**src/rtl/core/kwm_pkg.sv**
```systemverilog
// shared constants, codes and handshake types for the k-way sorted merge
package kwm_pkg;

	localparam int LISTS     = 8;
	localparam int DEPTH     = 64;
	localparam int ID_W      = 3;
	localparam int VAL_W     = 16;
	localparam int CFG_W     = 4;
	localparam int SLOT_W    = $clog2(DEPTH);
	localparam int PTR_W     = SLOT_W + 1;
	localparam int LIDX_W    = $clog2(LISTS);
	localparam int ADDR_W    = LIDX_W + SLOT_W;
	localparam int MEM_WORDS = LISTS * DEPTH;

	localparam logic [CFG_W-1:0] LIU_RESET = CFG_W'(8);

	localparam logic OP_PUSH = 1'b0;
	localparam logic OP_POP  = 1'b1;

	typedef enum logic [1:0] {
		ST_OK       = 2'd0,
		ST_FULL     = 2'd1,
		ST_NOT_ASC  = 2'd2,
		ST_EMPTY    = 2'd3
	} kwm_status_t;

	typedef struct packed {
		logic load;
		logic exec;
		logic load_head;
	} kwm_cmd_t;

	typedef struct packed {
		logic pop_hit;
	} kwm_stat_t;

endpackage

```
**src/rtl/core/kwm_ctrl.sv**
```systemverilog
// request sequencer for the k-way sorted merge
module kwm_ctrl
	import kwm_pkg::*;
(
	input  logic      clk,
	input  logic      arst_n,
	input  logic      start,
	input  kwm_stat_t stat,
	output kwm_cmd_t  cmd,
	output logic      busy,
	output logic      done
);

	typedef enum logic [1:0] {
		S_IDLE,
		S_EXEC,
		S_LOAD
	} state_t;

	state_t state_q;
	logic   busy_q;
	logic   done_q;

	always_comb begin
		cmd.load      = (state_q == S_IDLE) && start;
		cmd.exec      = (state_q == S_EXEC);
		cmd.load_head = (state_q == S_LOAD);
	end

	always_ff @(posedge clk or negedge arst_n) begin
		if (!arst_n) begin
			state_q <= S_IDLE;
			busy_q  <= 1'b0;
			done_q  <= 1'b0;
		end else begin
			case (state_q)
				S_IDLE: begin
					done_q <= 1'b0;
					if (start) begin
						state_q <= S_EXEC;
						busy_q  <= 1'b1;
					end
				end
				S_EXEC: begin
					done_q <= 1'b1;
					if (stat.pop_hit) begin
						state_q <= S_LOAD;
					end else begin
						state_q <= S_IDLE;
						busy_q  <= 1'b0;
					end
				end
				S_LOAD: begin
					done_q  <= 1'b0;
					state_q <= S_IDLE;
					busy_q  <= 1'b0;
				end
				default: begin
					state_q <= S_IDLE;
					busy_q  <= 1'b0;
					done_q  <= 1'b0;
				end
			endcase
		end
	end

	assign busy = busy_q;
	assign done = done_q;

endmodule

```
**config.mk**
```make
export PLATFORM = sky130hd
export DESIGN_NAME = kwm_ctrl
export DESIGN_NICKNAME = d
export VERILOG_FILES = /design/src/rtl/core/kwm_pkg.sv /design/src/rtl/core/kwm_ctrl.sv
export SDC_FILE = /design/constraint.sdc
export NUM_CORES = 1
export LEC_CHECK = 0
export ABC_AREA = 1
export ABC_CLOCK_PERIOD_IN_PS = 2200
export BUFFER_PORTS_ARGS = -buffer_cell sky130_fd_sc_hd__buf_2
export CAP_MARGIN = 20
export CORE_AREA = 4 4 41 43
export DETAILED_ROUTE_END_ITERATION = 10
export DIE_AREA = 0 0 45 47
export GPL_TIMING_DRIVEN = 0
export MAX_ROUTING_LAYER = met4
export PLACE_DENSITY = 0.3
export RECOVER_POWER = 25
export SYNTH_ARGS = -nofsm -noshare
export SYNTH_HDL_FRONTEND = slang
export SYNTH_SLANG_ARGS = --single-unit
```
**constraint.sdc**
```tcl
create_clock -name clk -period 2.2 [get_ports clk]
set_clock_uncertainty 0.2 [all_clocks]
set_input_delay 0.11 -clock clk [delete_from_list [all_inputs] [get_ports clk]]
set_output_delay 0.11 -clock clk [all_outputs]
set_load 0.05 [all_outputs]
```
==> out/metrics.yaml, run 1 <==
run_status:
  status: "finished clean"
power_and_ir_drop:
  ir_drop_v: 0.000263
  power.density_nw_per_um2: 921
  leakagePower_nw: 0.153
synth:
  async_flop_share_pct: 100
  netlist_area_um2: 156
  synth_largest_area_cell: "dfrtp_1"
  synthTopCellsByCount: "dfrtp_1 (4), inv_1 (3), inv_2 (2), nor2_1 (2)"
  avgSynthCellArea_um2: 10.4
  yosysSeqAreaShare_pct: 64.0
  synth.most_common_cell: "dfrtp_1"
  netlist.area_leader.share_pct: 64.0
  ys.flop_type: "dfrtp_1"
  ys_warn_count: 0
  syn_nets: 19
  ys_types: 8
  synth-seq-cells: 4
  synth.area.top_cells: "dfrtp_1 (64%), inv_1 (7.2%), nand3_2 (6.4%)"
  synth_edf_count: 0
  netlist_instances: 15
setup_path:
  rr_endpoint: "busy"
  critPathMaxFanout: 3
  cp_common_cell: "buf_2"
  cpMaxStageDelayCell: "dlygate4sd3_1"
  worstPathCellList: "dlygate4sd3_1 -> buf_2 -> nand3_2 -> inv_1 -> buf_2"
  critPathCaptureType: "primary output"
  worstRegToRegCells: 3
  r2r_setup_slack_ns: 1.22
  critPathLaunchType: "input pin"
  timing.rr.start: "state_q[0]"
  cpPeakStageDelay_ns: 0.51
  critPathRequiredTime_ns: 1.89
  worstSetupPathType: "input pin to primary output"
  crit_arrival_ns: 1.14
placement:
  dp_cells: 38
  pre_cts_ws_ns: 1.02
  postPlaceCellArea_um2: 215
  hpwl_um: 295
  place_congestion: 0.733
  portBuffers: 8
route:
  wire_per_inst_um: 8.50
  drcViolationCount: 0
  ant_nets: 0
  via_per_inst: 3.30
  dr.pass1.iters: 3
  vias: 145
  wirelength_um: 374
  drt_iter0_drc: 4
global_route:
  grt.overflow.total: 0
  grt_pass1_vias: 153
  grt_antenna_before_repair: 0
  grt_pass1_wl_um: 648
  grt_use_total_pct: 5.15
  grt_max_degree: 5
sta:
  rsz0062_at_grt: "false"
  min_period_ns: 1.45
  setup_ws_ns: 0.755
  tightest_slew_ns: 0.259
  fin_crit_sh_pct: 65.7
  hold_viol: 0
  relSlewSlack_pct: 82.8
  setup_tns_ns: 0
  fmax_mhz: 692
  slew_violations: 0
  finalSetupViolations: 0
clocking:
  clockBufferDepth: 2
  cts_made_buffers: 3
  ctsResizeCount: 0
  clkTransAtPathRegs_ns: 0.04
  htreeDepth: 1
  clkLatencyLatePin_ns: 0.23
  postCtsSetupRepairBufs: 0
  cts_sinks: 4
  root_buffer: "clkbuf_4"
  cts_tree: "done"
  holdBufCountCts: 3
finish:
  area_growth_pct: 70.4
  drive_above_1_share_pct: 48.3
  fin_util_pct: 20.5
  fin_area_um2: 267
  antenna_cells: 0
  stdcell_count: 44
  fin_nets: 35
worst_hold_path:
  min_path_type: "input pin to async pin"
flow_run:
  maxCapViolations: 0
die:
  num_rows: 13
  fp.dieW_um: 45
  io_pins: 9
  start_util_pct: 12.0
  core_area_um2: 1300
  die_h_um: 47
  die_area_um2: 2120
[per-layer routing]
layer | part of all wire (%) | track usage [%] | vias to the layer above | wire length (µm)
met5 | 0 | - | - | 0
met4 | 0 | 7.02 | 0 | 0
met3 | 14 | 3.83 | 0 | 54
met2 | 46 | 6.21 | 8 | 171
met1 | 40 | 4.35 | 63 | 148
li1 | - | - | 74 | -
[sequential cells by signal, summed over array words and instances, names as in the netlist]
register and cells:
done 1, state_q 2, busy 1
[kinds of logic (layout without fill, tap and decap cells)]
family	count (synthesis)	count (layout)	synth area share, %
buf+inv	5	19	12.0
compound gates	2	2	8.00
simple gates	4	4	16.0
flops	4	4	64.0
[layout make-up]
type | instances | area [µm²]
fill | 149 | 1030
sequential | 4 | 100
timing repair buffer | 11 | 68.8
multi-input combinational | 6 | 37.5
clock buffer | 3 | 22.5
inverter | 5 | 18.8
tap | 15 | 18.8
[critical path, delay by kind of cell]
kind / cells / cell delay, ns
AND/OR/NAND/NOR: 1 / 0.10
buffers and inverters: 4 / 0.92
[worst max path at each step]
stage / from / end / slack [ns] / depth (start not counted)
2_1_floorplan: state_q[1] / done / 0.73 / 1
3_3_place_gp: state_q[0] / cmd[2] / 1.02 / 4
3_5_place_dp: state_q[0] / cmd[2] / 1.02 / 4
4_1_cts: start / cmd[2] / 0.74 / 5
5_1_grt: start / cmd[2] / 0.68 / 5
6_report: start / cmd[2] / 0.75 / 5
[through the flow]
stage	power, mW	hold slack, ns
finish	0.245	0.0436
global route	0.260	0.0970
floorplan	0.137	-0.386
detailed placement	0.155	-0.277
CTS	0.252	0.00624
global placement	0.155	-0.282
[layout by cell type (no fill, tap or decap)]
master         count
buf_2              7
dfrtp_1            4
inv_1              3
clkbuf_4           3
dlygate4sd3_1      3
inv_2              2
nor2_1             2
nand3_2            1
and3_2             1
o21bai_1           1
a21oi_1            1
clkbuf_1           1
[where the power goes]
group | switching, mW | internal [mW] | leakage [nW] | total [mW]
logic | 0.0519 | 0.0179 | 0.0882 | 0.0698
registers | 0.00482 | 0.0825 | 0.0508 | 0.0873
clock network | 0.0276 | 0.0608 | 0.0138 | 0.0884
total | 0.0843 | 0.161 | 0.153 | 0.245
Power figures use the tool's default switching activity.
==> run 2: changes to the inputs <==
--- a/config.mk
+++ b/config.mk
@@ -5,8 +5,8 @@
 export SDC_FILE = /design/constraint.sdc
 export NUM_CORES = 1
 export LEC_CHECK = 0
-export ABC_AREA = 1
-export ABC_CLOCK_PERIOD_IN_PS = 2200
+export ABC_AREA = 0
+export ABC_CLOCK_PERIOD_IN_PS = 1300
 export BUFFER_PORTS_ARGS = -buffer_cell sky130_fd_sc_hd__buf_2
 export CAP_MARGIN = 20
 export CORE_AREA = 4 4 41 43
@@ -14,7 +14,7 @@
 export DIE_AREA = 0 0 45 47
 export GPL_TIMING_DRIVEN = 0
 export MAX_ROUTING_LAYER = met4
-export PLACE_DENSITY = 0.3
+export PLACE_DENSITY = 0.31
 export RECOVER_POWER = 25
 export SYNTH_ARGS = -nofsm -noshare
 export SYNTH_HDL_FRONTEND = slang
==> constraint.sdc (replaced) <==
create_clock -name clk -period 1.3 [get_ports clk]
set_clock_uncertainty 0.2 [all_clocks]
set_input_delay 0.065 -clock clk [delete_from_list [all_inputs] [get_ports clk]]
set_output_delay 0.065 -clock clk [all_outputs]
set_load 0.05 [all_outputs]
==> out/metrics.yaml, run 2 <==
synth:
  ys_warn_count: 0  # unchanged
  yosysSeqAreaShare_pct: 61.5  # -2.5 points
  synth.area.top_cells: "dfrtp_1 (62%), nor2b_4 (8.5%), nor3b_2 (7.7%)"
  netlist.area_leader.share_pct: 61.5  # -2.5 points
  async_flop_share_pct: 100  # unchanged
  netlist_instances: 12  # -3
  syn_nets: 16  # -3
  netlist_area_um2: 163  # +4.0%
  synth-seq-cells: 4  # unchanged
  synth_largest_area_cell: "dfrtp_1"
  synth_edf_count: 0  # unchanged
  synth.most_common_cell: "dfrtp_1"
  ys_types: 9  # +1
  avgSynthCellArea_um2: 13.6  # +30%
  ys.flop_type: "dfrtp_1"
setup_path:
  critPathRequiredTime_ns: 1.03  # -0.86 ns
  critPathMaxFanout: 4  # +1
  timing.rr.start: "state_q[1]"
  critPathLaunchType: "flop"
  r2r_setup_slack_ns: 0.06  # -1.16 ns
  worstRegToRegCells: 4  # +1
  rr_endpoint: "busy"
  critPathCaptureType: "primary output"
  crit_arrival_ns: 1.09  # -0.05 ns
  worstSetupPathType: "flop to primary output"
worst_hold_path:
  min_path_type: "input pin to flop"
  whs_path_depth: 5
  hold_path_end: "busy"
  worstHoldStart: "start"
placement:
  postPlaceCellArea_um2: 230  # +7.0%
  place_congestion: 0.649  # -12%
  hpwl_um: 279  # -5.7%
  portBuffers: 8  # unchanged
sta:
  relSlewSlack_pct: 81.6  # -1.2 points
  setup_tns_ns: -0.0523  # -0.0523 ns
  finalSetupViolations: 1  # +1
  min_period_ns: 1.35
  rsz0062_at_grt: "true"
  hold_viol: 0  # unchanged
  fmax_mhz: 739
  tightest_slew_ns: 0.277  # +0.0179 ns
  slew_violations: 0  # unchanged
  setup_ws_ns: -0.0523  # -0.807 ns
  fin_crit_sh_pct: 104
route:
  highest_layer: "met3"
  wire_per_inst_um: 9.24  # +8.7%
  drt_iter0_drc: 4  # unchanged
  met3_wirelength_um: 45  # -17%
  met2_length_um: 161  # -5.8%
  drcViolationCount: 0  # unchanged
  dr.pass1.iters: 2  # -1
  vias: 149  # +2.8%
  m1WireLength_um: 218  # +47%
  ant_nets: 0  # unchanged
  via_per_inst: 3.24  # -1.7%
  wirelength_um: 425  # +14%
finish:
  antenna_cells: 0  # unchanged
  area_growth_pct: 114
  drive_above_1_share_pct: 64.5  # +16 points
  largest_reg_flops: 2  # unchanged
  n_fill_cell: 146  # -2.0%
  fin_area_um2: 348  # +31%
  fin_util_pct: 26.7  # +6.3 points
  ff_latch_area_um2: 103  # +2.5%
  top_register: "state_q"
  layout_common_cells: "dlygate4sd3_1 (4), buf_2 (4), buf_4 (4), clkbuf_4 (3)"
  multi_input_area_um2: 67.6  # +80%
  fin_nets: 37  # +5.7%
die:
  die_h_um: 47  # unchanged
  io_pins: 9  # unchanged
  die_area_um2: 2120  # unchanged
  core_area_um2: 1300  # unchanged
  start_util_pct: 12.5  # +0.48 points
  num_rows: 13  # unchanged
  fp.dieW_um: 45  # unchanged
clocking:
  root_buffer: "clkbuf_4"
  cts_sinks: 4  # unchanged
  clkLatencyLatePin_ns: 0.23  # about the same
  cts_tree: "done"
  htreeDepth: 1  # unchanged
  cts_made_buffers: 3  # unchanged
  clockBufferDepth: 2  # unchanged
  clkTransAtPathRegs_ns: 0.04  # about the same
run_status:
  violations: "negative setup slack"
  status: "complete, but fails checks"
global_route:
  grt_use_total_pct: 5.40  # +0.25 points
  grt_antenna_before_repair: 0  # unchanged
  grt_pass1_wl_um: 690  # +6.5%
  grt.overflow.total: 0  # unchanged
  grt_pass1_vias: 154  # +0.65%
  grt_max_degree: 5  # unchanged
flow_run:
  maxCapViolations: 0  # unchanged
power_and_ir_drop:
  ir_drop_v: 0.000598  # +130%
  leakagePower_nw: 0.162  # +5.8%
  power.density_nw_per_um2: 1310  # +42%
[run 2: how the worst max path moves through the flow]
stage	end	cells after the start	slack, ns	startpoint
final	cmd[2]	2	-0.05	state_q[1]
after global routing	cmd[2]	2	-0.11	state_q[1]
after CTS	cmd[2]	2	-0.04	state_q[0]
after detailed placement	cmd[2]	2	0.08	state_q[1]
after global placement	cmd[2]	2	0.09	state_q[1]
after floorplan	busy	2	-0.1	state_q[1]
[run 2: cell type report]
class,count,area share [%]
Clock buffer,3,6.47
Inverter,1,1.08
Multi-Input combinational cell,7,19.4
Sequential cell,4,29.5
Tap cell,15,5.40
Timing Repair Buffer,16,38.1
[run 2: metrics by stage]
stage	instances	setup WS [ns]	hold WS, ns	power, mW
6_report	46	-0.0523	0.267	0.455
3_5_place_dp	35	0.0822	-0.326	0.266
3_3_place_gp	35	0.0873	-0.324	0.265
4_1_cts	44	-0.0423	0.155	0.451
5_1_grt	46	-0.113	0.305	0.483
2_1_floorplan	12	-0.0960	-0.431	0.237
[run 2: power by group]
group          internal [mW]  leakage (nW)  switching, mW
sequential             0.140        0.0471         0.0125
combinational         0.0644         0.101         0.0865
clock                  0.103        0.0138         0.0481
[run 2: worst max-delay path, stage by stage, from the launching register on]
cell and delay (ns):
dfrtp_2 0.44, nor3b_4 0.23, buf_6 0.18
[run 2: logic make-up after synthesis]
family	synth area share [%]
compound gates	5.39
flops	61.5
buf+inv	2.31
simple gates	30.8
[run 2: what timing repair did]
item	CTS	global route
gates resized for setup	7	2
hold buffers	4	0
setup buffers	2	2
endpoints found under the setup margin	3	3
hold endpoints to repair	7	0
pin swaps	1	2
[run 2: routing by layer]
metal | global-route usage [%] | up-vias
li1 | - | 77
met1 | 5.96 | 65
met2 | 6.21 | 7
met3 | 5.75 | 0
met4 | 1.75 | 0
met5 | - | -
==> run 3: changes to the inputs <==
==> constraint.sdc (replaced) <==
create_clock -name clk -period 1.3 [get_ports clk]
set_clock_uncertainty 0.2 [all_clocks]
set_input_delay 0.065 -clock clk [delete_from_list [all_inputs] [get_ports clk]]
set_output_delay 0.065 -clock clk [all_outputs]
set_load 0.01 [all_outputs]
==> out/metrics.yaml, run 3 (synthesis results as in run 2) <==
die:
  core_area_um2: 1300  # unchanged
  io_pins: 9  # unchanged
  die_h_um: 47  # unchanged
  start_util_pct: 12.5  # unchanged
  fp.dieW_um: 45  # unchanged
  die_area_um2: 2120  # unchanged
  num_rows: 13  # unchanged
route:
  dr.pass1.iters: 2  # unchanged
  wire_per_inst_um: 8.67  # -6.2%
  drt_iter0_drc: 5  # +1
  via_per_inst: 3.33  # +2.9%
  vias: 150  # +0.67%
  drcViolationCount: 0  # unchanged
  ant_nets: 0  # unchanged
  wirelength_um: 390  # -8.2%
global_route:
  grt_max_degree: 5  # unchanged
  grt_pass1_vias: 163  # +5.8%
  grt.overflow.total: 0  # unchanged
  grt_pass1_wl_um: 627  # -9.1%
  grt_use_total_pct: 5.07  # -0.33 points
  grt_antenna_before_repair: 0  # unchanged
power_and_ir_drop:
  clkPwrFrac_pct: 40.7  # +7.4 points
  leakagePower_nw: 0.146  # -9.8%
  p_switching_mw: 0.0909  # -38%
  p_seq_share_pct: 39.7  # +6.2 points
  total_power_mw: 0.378  # -17%
  combPwrFrac_pct: 19.6  # -14 points
  sw_frac_of_total_pct: 24.1  # -8.3 points
  p_int_mw: 0.287  # -6.8%
  power.density_nw_per_um2: 1240  # -5.4%
  ir_drop_v: 0.000629  # +5.3%
setup_path:
  crit_arrival_ns: 1.04  # -0.05 ns
  critPathRequiredTime_ns: 1.03  # about the same
  crit_family: "flip-flops"
  cpMaxStageDelayCell: "dfrtp_2"
  critical_path_buf_inv_count: 1  # unchanged
  critPathCaptureType: "primary output"
  critPathLaunchType: "flop"
  worstSetupPathType: "flop to primary output"
  worstPathCellList: "nor3b_2 -> buf_2"
  cpPeakStageDelay_ns: 0.43  # about the same
  critPathMaxFanout: 4  # unchanged
worst_hold_path:
  min_path_type: "input pin to flop"
sta:
  relSlewSlack_pct: 87.4  # +5.8 points
  rsz0062_at_grt: "true"
  tightest_slew_ns: 0.188  # -0.0888 ns
  hold_viol: 0  # unchanged
  fin_crit_sh_pct: 100  # -4.0 points
  fmax_mhz: 769  # +4.0%
  min_period_ns: 1.30  # -0.0522 ns
  whs_ns: 0.216  # -0.0513 ns
  finalSetupViolations: 1  # unchanged
  slew_violations: 0  # unchanged
  setup_ws_ns: -0.000113  # +0.0522 ns
placement:
  place_congestion: 0.659  # +1.6%
  portBuffers: 8  # unchanged
clocking:
  cts_made_buffers: 3  # unchanged
  clkLatencyLatePin_ns: 0.24  # about the same
  htreeDepth: 1  # unchanged
  root_buffer: "clkbuf_4"
  cts_tree: "done"
  cts_sinks: 4  # unchanged
  clockBufferDepth: 2  # unchanged
  clkTransAtPathRegs_ns: 0.04  # about the same
finish:
  final_common_cell: "buf_2"
  n_fill_cell: 155  # +6.2%
  fin_nets: 36  # -2.7%
  area_growth_pct: 87.7
  layout_common_cells: "buf_2 (6), dlygate4sd3_1 (4), dfrtp_1 (3), clkbuf_4 (3), buf_4 (3)"
  largest_reg_flops: 2  # unchanged
  top_register: "state_q"
  drive_above_1_share_pct: 50.0  # -15 points
  antenna_cells: 0  # unchanged
run_status:
  status: "complete, but fails checks"
  violations: "negative setup slack"
flow_run:
  maxCapViolations: 0  # unchanged
==> run 3: cell type report <==
class                      instances  area [µm²]  share of cell area, %
tap                               15        18.8                   6.15
multi-input combinational          7        58.8                   19.3
sequential                         4         101                   33.2
timing repair buffer              15         100                   32.8
inverter                           1        3.75                   1.23
clock buffer                       3        22.5                   7.38
==> run 3: worst paths after layout <==
check,slack (ns),to,start,depth (start not counted)
hold reg to reg,0.30,state_q[0],state_q[1],1
max in group asynchronous,0.19,state_q[1],arst_n,3
hold / removal,0.22,busy,start,5
min in group asynchronous,0.52,state_q[0],arst_n,3
setup / recovery,-0.0001,cmd[2],state_q[1],2
setup reg to reg,0.10,busy,state_q[1],4
==> run 3: layer usage <==
metal  track usage [%]  routed length (µm)
met3              7.28                  75
met4              1.75                   0
met2              5.37                 132
met1              4.82                 181
met5                 -                   0
==> run 3: repair_timing <==
item | 4_1_cts | 5_1_grt
hold buffers | 4 | 0
setup buffers | 2 | 1
pin swaps | 1 | 1
endpoints found under the hold margin | 7 | 0
endpoints found under the setup margin | 1 | 1
resized for setup | 1 | 0
==> run 3: worst min-delay path, stage by stage <==
cell	delay (ns)
buf_2	0.08
nor3b_2	0.17
buf_4	0.13
buf_4	0.09
a31o_1	0.08
==> run 3: power by group through the flow <==
stage               clock network, mW  logic, mW  registers [mW]
floorplan                           0     0.0249           0.155
global placement                    0     0.0553           0.151
detailed placement                  0     0.0556           0.152
CTS                             0.162     0.0739           0.150
global route                    0.174     0.0817           0.151
finish                          0.154     0.0739           0.150
==> run 3: metrics by stage <==
stage	area, µm²	instances	worst slack, ns	util (%)	TNS (ns)
4_1_cts	300	44	-0.000369	23.1	-0.000369
3_3_place_gp	221	35	0.230	17.0	0
5_1_grt	305	45	-0.0503	23.5	-0.0503
6_report	305	45	-0.000113	23.5	-0.000113
3_5_place_dp	221	35	0.218	17.0	0
2_1_floorplan	163	12	0.208	-	0
